<file path="config.mk">
export PLATFORM = sky130hd
export DESIGN_NAME = lock_thread_usage_monitor
export DESIGN_NICKNAME = d
export VERILOG_FILES = /design/src/rtl/core/ltum_pkg.sv /design/src/rtl/core/lock_thread_usage_monitor.sv /design/src/rtl/core/ltum_front.sv /design/src/rtl/core/ltum_back.sv
export SDC_FILE = /design/constraint.sdc
export NUM_CORES = 2
export LEC_CHECK = 0
export ABC_AREA = 0
export BUFFER_PORTS_ARGS = -buffer_cell sky130_fd_sc_hd__buf_2
export CAP_MARGIN = 30
export CORE_MARGIN = 10
export CORE_UTILIZATION = 45
export DETAILED_ROUTE_END_ITERATION = 10
export PLACE_DENSITY = 0.66
export RECOVER_POWER = 100
export REMOVE_ABC_BUFFERS = 1
export SLEW_MARGIN = 0
export SYNTH_ARGS = -nofsm -noshare
export SYNTH_HDL_FRONTEND = slang
export SYNTH_SLANG_ARGS = --single-unit
export TNS_END_PERCENT = 30
</file>
<file path="constraint.sdc">
create_clock -name clk -period 11.8 [get_ports clk]
set_clock_uncertainty 0.1 [all_clocks]
set_input_delay 0 -clock clk [delete_from_list [all_inputs] [get_ports clk]]
set_output_delay 0 -clock clk [all_outputs]
set_load 0.02 [all_outputs]
</file>
<file path="src/rtl/core/ltum_pkg.sv">
// Shared types and constants of the lock thread usage monitor.
package ltum_pkg;

	// Payload widths
	localparam int KIND_W   = 4;
	localparam int ID_W     = 32;
	localparam int KEY_W    = KIND_W + ID_W;
	localparam int THR_W    = 16;
	localparam int VERD_W   = 2;
	localparam int TAG_W    = 3;
	localparam int DATA_W   = 56;
	localparam int PAD_W    = DATA_W - KEY_W - THR_W;

	// At most this many reports per flush beat
	localparam int MAX_RES  = 16;
	localparam int CNT_W    = 4;

	// Front queue, depth is a power of two
	localparam int Q_DEPTH  = 2;
	localparam int QPTR_W   = 1;

	// Input event codes
	localparam logic [TAG_W-1:0] KIND_CREATE  = 3'd0;
	localparam logic [TAG_W-1:0] KIND_DESTROY = 3'd1;
	localparam logic [TAG_W-1:0] KIND_LOCK    = 3'd2;
	localparam logic [TAG_W-1:0] KIND_THREAD  = 3'd3;
	localparam logic [TAG_W-1:0] KIND_FLUSH   = 3'd4;

	// Report verdicts
	localparam logic [VERD_W-1:0] VERD_NEVER  = 2'd1;
	localparam logic [VERD_W-1:0] VERD_SINGLE = 2'd2;
	localparam logic [VERD_W-1:0] VERD_FULL   = 2'd3;

	typedef enum logic [1:0] {
		OP_CREATE,
		OP_DESTROY,
		OP_LOCK,
		OP_FLUSH
	} ltum_op_t;

	// Classified event as it travels through the queue
	typedef struct packed {
		ltum_op_t              op;
		logic [KEY_W-1:0]      key;
		logic [THR_W-1:0]      thread;
	} ltum_item_t;

	// One report beat
	typedef struct packed {
		logic [VERD_W-1:0]     verdict;
		logic [KEY_W-1:0]      key;
		logic [THR_W-1:0]      thread;
		logic                  last;
	} ltum_res_t;

	typedef enum logic [1:0] {
		ST_IDLE,
		ST_ACT,
		ST_SCAN,
		ST_EMIT
	} ltum_state_t;

endpackage

</file>
<file path="src/rtl/core/lock_thread_usage_monitor.sv">
// Top level of the lock thread usage monitor: front queue and table back end.
//
//  channel   dir  handshake          payload
//  s_*       in   s_tvalid/tready    tuser: kind; tdata: object_kind, object_id, thread_id
//  m_*       out  m_tvalid/tready    tuser: verdict; tdata: report_kind, report_id,
//                                    only_thread; tlast: last
//
// In the back end a create, destroy or lock event has its parallel key compare and
// record read when it is taken, then its table update and report in the execute state.
// A flush walks the table one slot a cycle over empty slots; at a live entry it waits
// until the report register takes its report (at most 16 reports). Thread events are
// dropped at the front. Reset empties the table at once. A two-beat queue lets input
// run ahead of the back end; a stalled report holds the back end in place.
module lock_thread_usage_monitor import ltum_pkg::*; #(
	parameter int TABLE_DEPTH = 16
) (
	input  logic                clk,
	input  logic                arst_n,
	input  logic                s_tvalid,
	output logic                s_tready,
	input  logic [DATA_W-1:0]   s_tdata,   // object_kind[3:0], object_id[35:4], thread_id[51:36], zero pad
	input  logic [TAG_W-1:0]    s_tuser,   // kind
	output logic                m_tvalid,
	input  logic                m_tready,
	output logic [DATA_W-1:0]   m_tdata,   // report_kind[3:0], report_id[35:4], only_thread[51:36], zero pad
	output logic [VERD_W-1:0]   m_tuser,   // verdict
	output logic                m_tlast
);

	logic        q_valid;
	logic        q_ready;
	ltum_item_t  q_item;
	ltum_res_t   res;

	ltum_front u_front (
		.clk      (clk),
		.arst_n   (arst_n),
		.s_tvalid (s_tvalid),
		.s_tready (s_tready),
		.s_tdata  (s_tdata),
		.s_tuser  (s_tuser),
		.q_valid  (q_valid),
		.q_ready  (q_ready),
		.q_item   (q_item)
	);

	ltum_back #(
		.TABLE_DEPTH (TABLE_DEPTH)
	) u_back (
		.clk      (clk),
		.arst_n   (arst_n),
		.q_valid  (q_valid),
		.q_ready  (q_ready),
		.q_item   (q_item),
		.m_tvalid (m_tvalid),
		.m_tready (m_tready),
		.m_res    (res)
	);

	// Pack report beat
	assign m_tdata = {{PAD_W{1'b0}}, res.thread, res.key[ID_W-1:0], res.key[KEY_W-1:ID_W]};
	assign m_tuser = res.verdict;
	assign m_tlast = res.last;

endmodule

</file>
<file path="src/rtl/core/ltum_front.sv">
// Front end: takes input beats, classifies them and queues the ones that matter.
module ltum_front import ltum_pkg::*; (
	input  logic                clk,
	input  logic                arst_n,
	input  logic                s_tvalid,
	output logic                s_tready,
	input  logic [DATA_W-1:0]   s_tdata,   // object_kind, object_id, thread_id, pad
	input  logic [TAG_W-1:0]    s_tuser,   // kind
	output logic                q_valid,
	input  logic                q_ready,
	output ltum_item_t          q_item
);

	ltum_item_t         fifo_q [Q_DEPTH];
	logic [QPTR_W-1:0]  wr_ptr_q;
	logic [QPTR_W-1:0]  rd_ptr_q;
	logic [QPTR_W:0]    count_q;
	ltum_op_t           op;
	logic               keep;
	logic               push;
	logic               pop;

	// Decode event kind; thread events and unused codes are dropped here
	always_comb begin
		keep = 1'b1;
		op   = OP_CREATE;
		case (s_tuser)
			KIND_CREATE:  op = OP_CREATE;
			KIND_DESTROY: op = OP_DESTROY;
			KIND_LOCK:    op = OP_LOCK;
			KIND_FLUSH:   op = OP_FLUSH;
			KIND_THREAD:  keep = 1'b0;
			default:      keep = 1'b0;
		endcase
	end

	assign s_tready = !count_q[QPTR_W];
	assign push     = s_tvalid && s_tready && keep;
	assign pop      = q_valid && q_ready;
	assign q_valid  = count_q != '0;
	assign q_item   = fifo_q[rd_ptr_q];

	// Queue storage
	always_ff @(posedge clk) begin
		if (push) begin
			fifo_q[wr_ptr_q].op     <= op;
			fifo_q[wr_ptr_q].key    <= {s_tdata[KIND_W-1:0], s_tdata[KEY_W-1:KIND_W]};
			fifo_q[wr_ptr_q].thread <= s_tdata[KEY_W+THR_W-1:KEY_W];
		end
	end

	// Queue pointers and fill count
	always_ff @(posedge clk or negedge arst_n) begin
		if (!arst_n) begin
			wr_ptr_q <= '0;
			rd_ptr_q <= '0;
			count_q  <= '0;
		end else begin
			if (push)
				wr_ptr_q <= wr_ptr_q + 1'b1;
			if (pop)
				rd_ptr_q <= rd_ptr_q + 1'b1;
			if (push && !pop)
				count_q <= count_q + 1'b1;
			else if (pop && !push)
				count_q <= count_q - 1'b1;
		end
	end

endmodule

</file>
<file path="src/rtl/core/ltum_back.sv">
// Back end: associative object table, event execution, flush scan and report register.
module ltum_back import ltum_pkg::*; #(
	parameter int TABLE_DEPTH = 16
) (
	input  logic                clk,
	input  logic                arst_n,
	input  logic                q_valid,
	output logic                q_ready,
	input  ltum_item_t          q_item,
	output logic                m_tvalid,
	input  logic                m_tready,
	output ltum_res_t           m_res
);

	localparam int IDX_W = $clog2(TABLE_DEPTH);
	localparam int REC_W = KEY_W + THR_W;

	ltum_state_t             state_q, state_d;

	// Table: valid and lock bits, key cells for compare, record memory
	logic [TABLE_DEPTH-1:0]  valid_q;
	logic [TABLE_DEPTH-1:0]  locked_q;
	logic [KEY_W-1:0]        cam_q [TABLE_DEPTH];
	logic [REC_W-1:0]        rec_mem [TABLE_DEPTH];
	logic [REC_W-1:0]        rd_data_q;
	logic [IDX_W-1:0]        rd_addr;
	logic                    wr_en;
	logic [IDX_W-1:0]        wr_addr;
	logic [REC_W-1:0]        wr_data;
	logic [THR_W-1:0]        rd_thread;

	// Lookup results
	logic [TABLE_DEPTH-1:0]  hit_vec;
	logic [IDX_W-1:0]        hit_idx;
	logic [IDX_W-1:0]        free_idx;
	logic                    hit_any;
	logic                    hit_locked;
	logic                    full;

	// Event being executed
	ltum_item_t              item_q;
	logic                    hit_q;
	logic                    locked_hit_q;
	logic                    full_q;
	logic [IDX_W-1:0]        slot_q;
	logic [IDX_W-1:0]        free_q;

	// Flush scan
	logic [IDX_W-1:0]        scan_ptr_q;
	logic [CNT_W-1:0]        res_cnt_q;
	logic [TABLE_DEPTH-1:0]  above_vec;
	logic                    scan_valid;
	logic                    scan_end;
	logic                    last_res;

	// Control
	logic                    out_valid_q;
	ltum_res_t               out_q;
	logic                    out_free;
	logic                    take;
	logic                    need_emit;
	logic                    act_go;
	logic                    emit_go;
	logic                    out_load;
	ltum_res_t               out_res;

	// Parallel key compare against the queue head, lowest free slot
	always_comb begin
		hit_idx  = '0;
		free_idx = '0;
		for (int i = 0; i < TABLE_DEPTH; i++) begin
			hit_vec[i] = valid_q[i] && (cam_q[i] == q_item.key);
			if (hit_vec[i])
				hit_idx = hit_idx | IDX_W'(i);
		end
		for (int i = TABLE_DEPTH - 1; i >= 0; i--) begin
			if (!valid_q[i])
				free_idx = IDX_W'(i);
		end
	end

	assign hit_any    = |hit_vec;
	assign hit_locked = |(hit_vec & locked_q);
	assign full       = &valid_q;
	assign rd_thread  = rd_data_q[THR_W-1:0];

	// Live entries beyond the scan pointer decide the last marker
	always_comb begin
		for (int i = 0; i < TABLE_DEPTH; i++)
			above_vec[i] = valid_q[i] && (i > int'(scan_ptr_q));
	end

	assign scan_valid = valid_q[scan_ptr_q];
	assign scan_end   = scan_ptr_q == IDX_W'(TABLE_DEPTH - 1);
	assign last_res   = !(|above_vec) || (res_cnt_q == CNT_W'(MAX_RES - 1));
	assign out_free   = !out_valid_q || m_tready;
	assign take       = q_valid && q_ready;

	// Next state
	always_comb begin
		state_d = state_q;
		case (state_q)
			ST_IDLE: begin
				if (take)
					state_d = (q_item.op == OP_FLUSH) ? ST_SCAN : ST_ACT;
			end
			ST_ACT: begin
				if (act_go)
					state_d = ST_IDLE;
			end
			ST_SCAN: begin
				if (scan_valid)
					state_d = ST_EMIT;
				else if (scan_end)
					state_d = ST_IDLE;
			end
			ST_EMIT: begin
				if (emit_go)
					state_d = (last_res || scan_end) ? ST_IDLE : ST_SCAN;
			end
			default: state_d = ST_IDLE;
		endcase
	end

	// Outputs of the sequencer
	always_comb begin
		q_ready   = 1'b0;
		rd_addr   = scan_ptr_q;
		need_emit = 1'b0;
		act_go    = 1'b0;
		emit_go   = 1'b0;
		out_load  = 1'b0;
		wr_en     = 1'b0;
		wr_addr   = slot_q;
		wr_data   = {item_q.key, item_q.thread};
		out_res   = '{verdict: VERD_FULL, key: item_q.key, thread: '0, last: 1'b1};
		case (state_q)
			ST_IDLE: begin
				q_ready = 1'b1;
				rd_addr = hit_idx;
			end
			ST_ACT: begin
				rd_addr = slot_q;
				case (item_q.op)
					OP_CREATE:  need_emit = !hit_q && full_q;
					OP_DESTROY: need_emit = hit_q;
					default:    need_emit = 1'b0;
				endcase
				act_go   = !need_emit || out_free;
				out_load = need_emit && out_free;
				if (item_q.op == OP_DESTROY) begin
					out_res.verdict = locked_hit_q ? VERD_SINGLE : VERD_NEVER;
					out_res.thread  = locked_hit_q ? rd_thread : '0;
				end
				// New entry, or first lock recorded
				if (act_go && item_q.op == OP_CREATE && !hit_q && !full_q) begin
					wr_en   = 1'b1;
					wr_addr = free_q;
					wr_data = {item_q.key, {THR_W{1'b0}}};
				end
				if (act_go && item_q.op == OP_LOCK && hit_q && !locked_hit_q)
					wr_en = 1'b1;
			end
			ST_SCAN: begin
				rd_addr = scan_ptr_q;
			end
			ST_EMIT: begin
				rd_addr  = scan_ptr_q;
				emit_go  = out_free;
				out_load = out_free;
				out_res.verdict = locked_q[scan_ptr_q] ? VERD_SINGLE : VERD_NEVER;
				out_res.key     = rd_data_q[REC_W-1:THR_W];
				out_res.thread  = locked_q[scan_ptr_q] ? rd_thread : '0;
				out_res.last    = last_res;
			end
			default: ;
		endcase
	end

	// State register
	always_ff @(posedge clk or negedge arst_n) begin
		if (!arst_n)
			state_q <= ST_IDLE;
		else
			state_q <= state_d;
	end

	// Record memory, registered read
	always_ff @(posedge clk) begin
		if (wr_en)
			rec_mem[wr_addr] <= wr_data;
		rd_data_q <= rec_mem[rd_addr];
	end

	// Lookup results and event capture
	always_ff @(posedge clk) begin
		if (take) begin
			item_q       <= q_item;
			hit_q        <= hit_any;
			locked_hit_q <= hit_locked;
			full_q       <= full;
			slot_q       <= hit_idx;
			free_q       <= free_idx;
		end
	end

	// Key cells and lock bits
	always_ff @(posedge clk) begin
		if (state_q == ST_ACT && act_go) begin
			if (item_q.op == OP_CREATE && !hit_q && !full_q) begin
				cam_q[free_q]    <= item_q.key;
				locked_q[free_q] <= 1'b0;
			end
			if (item_q.op == OP_LOCK && hit_q && !locked_hit_q)
				locked_q[slot_q] <= 1'b1;
		end
	end

	// Valid bits
	always_ff @(posedge clk or negedge arst_n) begin
		if (!arst_n) begin
			valid_q <= '0;
		end else if (state_q == ST_ACT && act_go) begin
			case (item_q.op)
				OP_CREATE: begin
					if (!hit_q && !full_q)
						valid_q[free_q] <= 1'b1;
				end
				OP_DESTROY: begin
					if (hit_q)
						valid_q[slot_q] <= 1'b0;
				end
				OP_LOCK: begin
					// Second thread: shared use, entry dropped silently
					if (hit_q && locked_hit_q && rd_thread != item_q.thread)
						valid_q[slot_q] <= 1'b0;
				end
				default: ;
			endcase
		end else if (state_q == ST_EMIT && emit_go) begin
			valid_q[scan_ptr_q] <= 1'b0;
		end
	end

	// Flush scan pointer and report count
	always_ff @(posedge clk or negedge arst_n) begin
		if (!arst_n) begin
			scan_ptr_q <= '0;
			res_cnt_q  <= '0;
		end else if (take) begin
			scan_ptr_q <= '0;
			res_cnt_q  <= '0;
		end else if (state_q == ST_SCAN && !scan_valid && !scan_end) begin
			scan_ptr_q <= scan_ptr_q + 1'b1;
		end else if (state_q == ST_EMIT && emit_go) begin
			res_cnt_q <= res_cnt_q + 1'b1;
			if (!scan_end)
				scan_ptr_q <= scan_ptr_q + 1'b1;
		end
	end

	// Report register
	always_ff @(posedge clk or negedge arst_n) begin
		if (!arst_n)
			out_valid_q <= 1'b0;
		else if (out_load)
			out_valid_q <= 1'b1;
		else if (m_tready)
			out_valid_q <= 1'b0;
	end

	always_ff @(posedge clk) begin
		if (out_load)
			out_q <= out_res;
	end

	assign m_tvalid = out_valid_q;
	assign m_res    = out_q;

`ifndef ASSERT_OFF
	// Keys of live entries are unique, so at most one cell matches a queued event
	a_hit_unique: assert property (@(posedge clk) disable iff (!arst_n)
		q_valid |-> $onehot0(hit_vec))
		else $error("more than one table entry matches the key");

	// Reports come only from execution or flush emission
	a_load_state: assert property (@(posedge clk) disable iff (!arst_n)
		out_load |-> (state_q == ST_ACT || state_q == ST_EMIT))
		else $error("report loaded outside execution or flush");

	// A flush report marked last ends the flush
	a_last_ends: assert property (@(posedge clk) disable iff (!arst_n)
		(state_q == ST_EMIT && emit_go && last_res) |=> state_q == ST_IDLE)
		else $error("flush went on after its last report");

	// A reported entry is removed from the table
	a_flush_clears: assert property (@(posedge clk) disable iff (!arst_n)
		(state_q == ST_EMIT && emit_go) |=> !valid_q[$past(scan_ptr_q)])
		else $error("flushed entry still live");
`endif

endmodule

</file>
== Yosys cells after proc, flatten, opt, wreduce, memory -nomap -nowiden ==
Memories as Yosys holds them, arrays and structs flattened. A register that Yosys moved wholly into a read port is not among the register bits.
Index checks and enable logic that the tools add are counted.

* Reductions and logical operators: 95
* Mux-type cells: 100
* $add $sub $neg: 6
* Equal/unequal tests: 38
* Order comparisons: 21
* Bitwise logic cells: 9

{| class="wikitable"
|+ Operators with widths
! cell !! number
|-
| $eq A36 B36 Y1 || 16
|-
| $mux W16 || 13
|-
| $mux W4 || 25
|-
| $and A16 B16 Y16 || 4
|-
| $logic_and A1 B1 Y1 || 58
|-
| $not A16 Y16 || 3
|-
| $pmux W16 S3 || 1
|-
| $mux W36 || 1
|-
| $gt A4 B4 Y1 const A || 8
|-
| $mux W2 || 16
|-
| $or A16 B16 Y16 || 2
|-
| $pmux W16 S2 || 1
|-
| $reduce_or A16 Y1 || 2
|-
| $mux W1 || 24
|-
| $mux W3 || 8
|-
| $gt A3 B4 Y1 const A || 4
|-
| $ne A16 B16 Y1 || 1
|-
| $reduce_and A16 Y1 || 1
|-
| $lt A4 B5 Y1 const B || 3
|-
| $reduce_or A15 Y1 || 1
|-
| $demux W1 S4 || 3
|-
| $ge A4 B1 Y1 const B || 3
|-
| $pmux W4 S3 || 1
|-
| $logic_not A1 Y1 || 11
|-
| other kinds (34) || 59
|}

* Bits of input ports: 63
* Register bits: 167
* Memories: 3
* RAM bits: 1516
* Output and inout port bits: 61

{| class="wikitable"
|+ Memories
! name !! depth !! width !! read ports !! clocked after Yosys merged registers in !! write ports !! RTL line !! text
|-
| u_back.rec_mem || 16 || 52 || 1 || 1 || 1 || ltum_back.sv:24 || <nowiki>logic [REC_W-1:0] rec_mem [TABLE_DEPTH];</nowiki>
|-
| u_back.cam_q || 16 || 36 || 16 || 0 || 1 || ltum_back.sv:23 || <nowiki>logic [KEY_W-1:0] cam_q [TABLE_DEPTH];</nowiki>
|-
| u_front.fifo_q || 2 || 54 || 1 || 0 || 1 || ltum_front.sv:14 || <nowiki>ltum_item_t fifo_q [Q_DEPTH];</nowiki>
|}

== Longest topological paths before layout ==
An unclocked memory read counts as a cell.

* Depth after elaboration: 19
* Gate-level depth with buffers: 19

== By module ==
A second synthesis with hierarchy kept.

* Cells, all modules: 4455
* Area, all modules: 71755.1 µm²

{| class="wikitable"
|+ By module, submodules not included
! module !! cells each !! instances !! area an instance (µm²)
|-
| ltum_back || 4260 || 1 || 67598.6
|-
| ltum_front || 190 || 1 || 4122.7
|-
| lock_thread_usage_monitor || 5 || 1 || 33.8
|}

== Worst setup path after synthesis ==
Ideal clock, no wire load.

* Path kind: reg-to-reg
* From: register u_back.item_q[52] (netlist name)
* To: memory u_back.rec_mem[13][0] (netlist name), enable pin
* Stages on the path, launching flop included: 8
* Setup time: 462 ps
* Required time: 11238 ps
* Period minus slack after synthesis: 4896 ps
* Slack: 6904 ps
* Data arrival time: 4334 ps
* Cell sequence: edfxtp_1 > inv_1 > ha_1 > inv_1 > nor4_1 > clkbuf_1 > a31oi_1 > nor2_1

* Longest elaborated chain between the ends: 13
* Elaborated cells between the ends (all ways): 20
* Classes of those cells: eq/ne (2); mux (9); reduce/logical (9)

{| class="wikitable"
|+ Ends and longest elaborated chain
! element !! RTL line !! text
|-
| start: declaration || ltum_back.sv:41 || <nowiki>ltum_item_t item_q;</nowiki>
|-
| start signal: assignment || ltum_back.sv:198 || <nowiki>item_q <= q_item;</nowiki>
|-
| $eq A2 B1 Y1 / $logic_not A2 Y1 (equally long branches) || ltum_back.sv:144, ltum_back.sv:156 ||
|-
| $pmux W1 S2 || ltum_back.sv:144 || <nowiki>case (item_q.op)</nowiki>
|-
| $mux W1 || ltum_back.sv:137 || <nowiki>case (state_q)</nowiki>
|-
| $logic_not A1 Y1 || ltum_back.sv:149 || <nowiki>act_go = !need_emit || out_free;</nowiki>
|-
| $logic_or A1 B1 Y1 || ltum_back.sv:149 ||
|-
| $logic_and A1 B1 Y1 (3 in series) || ltum_back.sv:156 || <nowiki>if (act_go && item_q.op == OP_CREATE && !hit_q && !full_q) begin</nowiki>
|-
| $mux W1 || ltum_back.sv:156 ||
|-
| $mux W1 || ltum_back.sv:161 || <nowiki>if (act_go && item_q.op == OP_LOCK && hit_q && !locked_hit_q)</nowiki>
|-
| $mux W1 || ltum_back.sv:137 ||
|-
| $mux W1 || ltum_back.sv:190 || <nowiki>if (wr_en)</nowiki>
|-
| $mux W1 (implied by the code) || ltum_back.sv:191 || <nowiki>rec_mem[wr_addr] <= wr_data;</nowiki>
|-
| end: declaration || ltum_back.sv:24 ||
|}

Several ways; a longest one is shown, not always the timed one. The select of a mux whose other input is x is not followed.

== Worst setup path after layout ==
* From: register u_front.rd_ptr_q
* To: register u_back.rd_data_q[42], read port of u_back.rec_mem

* Longest elaborated chain between the ends: 19
* Elaborated cells between the ends (all ways): 47
* Classes of those cells: eq/ne (15); mux (16); reduce/logical (15); memory (1)

{| class="wikitable"
|+ Ends and longest elaborated chain
! element !! RTL line !! text
|-
| start: declaration || ltum_front.sv:16 || <nowiki>logic [QPTR_W-1:0] rd_ptr_q;</nowiki>
|-
| start signal: assignment || ltum_front.sv:62 || <nowiki>rd_ptr_q <= rd_ptr_q + 1'b1;</nowiki>
|-
| $mem_v2 Z2 W54 * || - ||
|-
| $eq A36 B36 Y1 || ltum_back.sv:72 || <nowiki>hit_vec[i] = valid_q[i] && (cam_q[i] == q_item.key);</nowiki>
|-
| $logic_and A1 B1 Y1 || ltum_back.sv:72 ||
|-
| $mux W1 || ltum_back.sv:73 || <nowiki>if (hit_vec[i])</nowiki>
|-
| $mux W2 (2 in series) || ltum_back.sv:73 ||
|-
| $mux W3 (4 in series) || ltum_back.sv:73 ||
|-
| $mux W4 (7 in series) || ltum_back.sv:73 ||
|-
| $mux W4 * || ltum_back.sv:73 ||
|-
| $pmux W4 S3 * || ltum_back.sv:137 ||
|-
| end: declaration || ltum_back.sv:25 || <nowiki>logic [REC_W-1:0] rd_data_q;</nowiki>
|}

Mark *: on every way between the ends. The rest lies on a longest branch, timed or not.
A chain may end at the register's enable or synchronous reset.

==> run summary <==
SYNTHESIS
--------------------------------------------------------------------------------------
Number of distinct standard cells referenced by the synthesized netlist             72
Sequential share of the synthesized area                                         69.4%
Most frequently used flop master after synthesis                          sky130_fd_sc_hd__edfxtp_1
Cell accounting for the most synthesized area                             sky130_fd_sc_hd__edfxtp_1
Total of flip-flops plus latches after synthesis                                  1735
Mean instance size in the synthesized netlist                               13.7 sq um
Dominant cell by count in the synthesized netlist                         sky130_fd_sc_hd__edfxtp_1
Share of the synthesized area in the top cell type                               66.9%
Post-synthesis async set-or-reset flop share                                     1.79%
Post-Synthesis Cells                                                              5421
EDFF count, synth                                                                 1652
Most used standard cells in the synthesized netlist                       sky130_fd_sc_hd__edfxtp_1, sky130_fd_sc_hd__nand2_1, sky130_fd_sc_hd__xnor2_1
Cell types with the largest area share after synthesis                    sky130_fd_sc_hd__edfxtp_1, sky130_fd_sc_hd__xnor2_1, sky130_fd_sc_hd__nand2_1, sky130_fd_sc_hd__nand3_1, sky130_fd_sc_hd__o21ai_0
Number of warning messages in the yosys log                                          0
Area of the mapped netlist                                                 74100 sq um

PWR
--------------------------------------------------------------------------------------
Sw Ratio                                                                         37.3%
Post-layout total power                                                        20.4 mW
Leakage Power                                                                  27.1 nW
Psw                                                                            7.62 mW
Internal power summed over all cells                                           12.8 mW
Maximum ir drop on the vdd rail                                               0.207 mV
Clock Power Share                                                                25.8%
Power share of the sequential group                                              40.3%
Combinational fraction of design power                                           33.9%
PwrDens                                                                    244 nW/um^2

STATUS
--------------------------------------------------------------------------------------
Violations in the final reports                                           capacitance limit, slew limit
Result of the run                                                         finished, violations left

CLOCK NETWORK
--------------------------------------------------------------------------------------
H-tree level count                                                                   4
Resized cells post-CTS                                                               0
Sink count of the clock tree                                                      1735
Post-CTS repair timing setup buffer count                                            0
Num CTS Buffers                                                                    171
Hold-fix buffers at CTS                                                            117
Clock tree root driver cell                                               sky130_fd_sc_hd__clkbuf_16
TritonCTS clock tree                                                              done
Clock transition at path regs                                                    60 ps
Max Root-Sink Buffers                                                                3
Clock latency on the worst-skew pair                                            830 ps

WORST SETUP PATH
--------------------------------------------------------------------------------------
Cell class contributing the biggest share of worst-path delay             buffers and inverters
Largest incremental delay on the critical path                                 1930 ps
Launch point of the worst reg-to-reg path                                 u_front.rd_ptr_q
Cell-by-cell listing of the critical path                                 mux2i_4 -> clkbuf_1 -> xnor2_1 -> nor4_1 -> nand4_1 -> nor3_1 -> nor4_2 -> buf_4 -> a21oi_4 -> clkbuf_2 -> o21ai_0 -> nand3_1 -> a32oi_1 -> o311ai_1
Start point of the critical path                                          u_front.rd_ptr_q
Data required time at the worst endpoint                                      12400 ps
Crit path buffers/inverters                                                          3
Launching element type of the critical path                                  flip-flop
Type of the worst setup path                                                   reg2reg
Cell with the largest stage delay on the worst path                       sky130_fd_sc_hd__dfrtp_1
Category of the worst setup path capture point                               flip-flop
Arrival time at the worst endpoint                                             9980 ps
Biggest fanout along the worst timing path                                          74

PLACED DESIGN
--------------------------------------------------------------------------------------
Final RePlAce weighted congestion                                                0.885
Cell total after placement                                                        7529
Number of input and output port buffers inserted                                   115
Cell area after placement                                                  77600 sq um
Sum of net half-perimeters after detailed placement                       116000 microns

TIMING
--------------------------------------------------------------------------------------
Final max-slew violation count                                                    2545
Slew of the pin with the lowest slew margin                                    4510 ps
Tcrit/Tclk final                                                                 79.5%
Top achievable clock speed                                                     107 MHz
Relative slew slack                                                              -200%
Number of hold-slack violations in the final timing report                           0
Post-route setup TNS                                                              0 ps
Setup repair after global routing missed its margin                                 no
Minimum clock period                                                           9380 ps
Final setup violation count                                                          0

ROUTING
--------------------------------------------------------------------------------------
Drt wl/cell                                                               27.8 microns
Pre-Repair DR Iteration Count                                                        6
Wire length after detailed routing                                        222000 microns
Vias per Instance                                                                 6.13
Post-DRT Antenna Nets                                                                0
Violation count after the first detailed-routing iteration                        6297
DRC violation count after routing                                                    0
Vias post-DR                                                                     48895

FLOORPLANNING
--------------------------------------------------------------------------------------
Placement row count                                                                148
Die width                                                                  426 microns
Starting density of the core                                                     45.4%
Number of placed I/O pins                                                          124
Core region area                                                          163000 sq um
Total die area                                                            181000 sq um
Vertical die dimension                                                     426 microns

CELLS AND AREA
--------------------------------------------------------------------------------------
Synth-to-Final Area Change                                                       12.8%
Fin area                                                                   83600 sq um
Non-filler instance count after layout                                            7976
Share of layout cells above drive strength 1                                     8.59%
Final layout net count                                                            5727
# fillers                                                                        13640
Final cell utilization of the core                                               51.2%

GRT
--------------------------------------------------------------------------------------
Vias in the first global route                                                   47984
First-pass GRT wire length                                                321000 microns
Overall overflow remaining after global route                                        0
Pin count of the biggest net entering global routing                               208
Overall fraction of global-route tracks in use                                   23.7%
Antenna violations before repair                                                     4

MIN PATH
--------------------------------------------------------------------------------------
Launch instance of the worst min-delay path                                 s_tuser[0]
Hold crit path type                                                             in2reg

RUN
--------------------------------------------------------------------------------------
Max-Cap Viols                                                                       88

==> per-stage QoR <==
step	hold slack [ps]	worst slack (ps)
floorplan	-396	-11040
global placement	87.5	4550
detailed placement	90.7	4540
CTS	30.4	4550
global route	104	2050
finish	74.3	2420
==> layout by cell type (no fill, tap or decap), types with 7 or more instances in the layout <==
| master | instances |
|---|---|
| sky130_fd_sc_hd__nand3_1 | 329 |
| sky130_fd_sc_hd__o21ai_0 | 251 |
| sky130_fd_sc_hd__o311ai_1 | 8 |
| sky130_fd_sc_hd__nand2b_1 | 10 |
| sky130_fd_sc_hd__o311ai_0 | 42 |
| sky130_fd_sc_hd__nor2b_1 | 24 |
| sky130_fd_sc_hd__nand4_1 | 67 |
| sky130_fd_sc_hd__mux2i_4 | 36 |
| sky130_fd_sc_hd__nand2_1 | 738 |
| sky130_fd_sc_hd__dfxtp_1 | 52 |
| sky130_fd_sc_hd__mux2i_1 | 72 |
| sky130_fd_sc_hd__and3_1 | 122 |
| sky130_fd_sc_hd__clkinv_1 | 31 |
| sky130_fd_sc_hd__xor2_1 | 48 |
| sky130_fd_sc_hd__xnor2_1 | 551 |
| sky130_fd_sc_hd__clkbuf_8 | 12 |
| sky130_fd_sc_hd__buf_2 | 54 |
| sky130_fd_sc_hd__a21oi_1 | 181 |
| sky130_fd_sc_hd__clkbuf_16 | 171 |
| sky130_fd_sc_hd__a221o_1 | 50 |
| sky130_fd_sc_hd__dfrtp_1 | 31 |
| sky130_fd_sc_hd__dlygate4sd3_1 | 116 |
| sky130_fd_sc_hd__clkbuf_1 | 202 |
| sky130_fd_sc_hd__a31oi_1 | 10 |
| sky130_fd_sc_hd__mux2_1 | 21 |
| sky130_fd_sc_hd__o22ai_1 | 10 |
| sky130_fd_sc_hd__nor2_1 | 65 |
| sky130_fd_sc_hd__ha_1 | 10 |
| sky130_fd_sc_hd__edfxtp_1 | 1652 |
| sky130_fd_sc_hd__o32ai_1 | 51 |
| sky130_fd_sc_hd__nand3b_1 | 7 |
| sky130_fd_sc_hd__nor4_1 | 194 |
| sky130_fd_sc_hd__a32oi_1 | 52 |
| sky130_fd_sc_hd__mux2_2 | 40 |
| sky130_fd_sc_hd__buf_4 | 68 |
| sky130_fd_sc_hd__nor3_1 | 187 |
| sky130_fd_sc_hd__nor2_4 | 16 |
| sky130_fd_sc_hd__inv_1 | 51 |
| sky130_fd_sc_hd__clkinv_2 | 27 |
==> final cells by class <==
type | instances | area [sq um] | area share (%)
flip-flops and latches | 1735 | 51400 | 61.5
multi-input cells | 3295 | 21100 | 25.3
inverters | 53 | 199 | 0.238
well taps | 2175 | 2720 | 3.26
clock buffers | 237 | 4650 | 5.56
repair buffers | 398 | 2750 | 3.29
diodes | 3 | 7.51 | 0.00898
clock inverters | 80 | 717 | 0.858
==> power by group through the flow <==
stage / clock network [mW] / registers (mW) / logic [mW]
2_1_floorplan: 0 / 8.43 / 4.46
3_3_place_gp: 0 / 8.28 / 6.75
3_5_place_dp: 0 / 8.29 / 6.89
4_1_cts: 5.31 / 8.17 / 6.95
5_1_grt: 5.56 / 8.28 / 7.36
6_report: 5.27 / 8.24 / 6.91
==> worst register-to-register path: stages (launching register included) <==
cell and delay [ps]:
sky130_fd_sc_hd__dfrtp_1 1930, sky130_fd_sc_hd__mux2i_4 460, sky130_fd_sc_hd__clkbuf_1 1720, sky130_fd_sc_hd__xnor2_1 270, sky130_fd_sc_hd__nor4_1 400, sky130_fd_sc_hd__nand4_1 130
sky130_fd_sc_hd__nor3_1 650, sky130_fd_sc_hd__nor4_2 120, sky130_fd_sc_hd__buf_4 380, sky130_fd_sc_hd__a21oi_4 880, sky130_fd_sc_hd__clkbuf_2 1390, sky130_fd_sc_hd__o21ai_0 300
sky130_fd_sc_hd__nand3_1 170, sky130_fd_sc_hd__a32oi_1 170, sky130_fd_sc_hd__o311ai_1 180
==> cells by family after synthesis <==
| logic type | Yosys count | synth area share (%) |
|---|---|---|
| fa+ha+maj | 11 | 0.182 |
| mux | 174 | 3.08 |
| flops | 1735 | 69.4 |
| other cells | 1 | 0.00506 |
| xor+xnor | 599 | 7.08 |
| compound gates | 709 | 6.15 |
| simple gates | 1798 | 11.6 |
| buf+inv | 394 | 2.52 |
==> state kept, by name, indices dropped and copies added, names as in the netlist, 2 cells and up <==
| signal | cells |
|---|---|
| u_back.free_q | 4 |
| u_back.locked_q | 16 |
| u_back.cam_q | 576 |
| u_back.m_res | 55 |
| u_back.res_cnt_q | 4 |
| u_front.count_q | 2 |
| u_back.scan_ptr_q | 4 |
| u_back.slot_q | 4 |
| u_back.valid_q | 16 |
| u_back.rd_data_q | 52 |
| u_back.rec_mem | 832 |
| u_back.state_q | 2 |
| u_back.item_q | 54 |
| u_front.fifo_q | 108 |
==> routing by layer <==
metal	global-route usage [%]	wire length (microns)
met2	38.5	104000
met3	4.30	22600
met4	10.4	10200
met1	31.2	84800
met5	0	0
==> path summary, 6_finish.rpt <==
check | endpoint | slack [ps] | cells past startpoint
setup / recovery | u_back.rd_data_q[42] | 2420 | 14
max in group asynchronous | u_front.count_q[1] | 9230 | 4
setup reg to reg | u_back.rd_data_q[42] | 2420 | 14
hold reg to reg | u_back.cam_q[11][28] | 340 | 0
hold / removal | u_front.fifo_q[0][52] | 70 | 4
min in group asynchronous | u_back.valid_q[7] | 1030 | 4
Power figures use the tool's default switching activity.
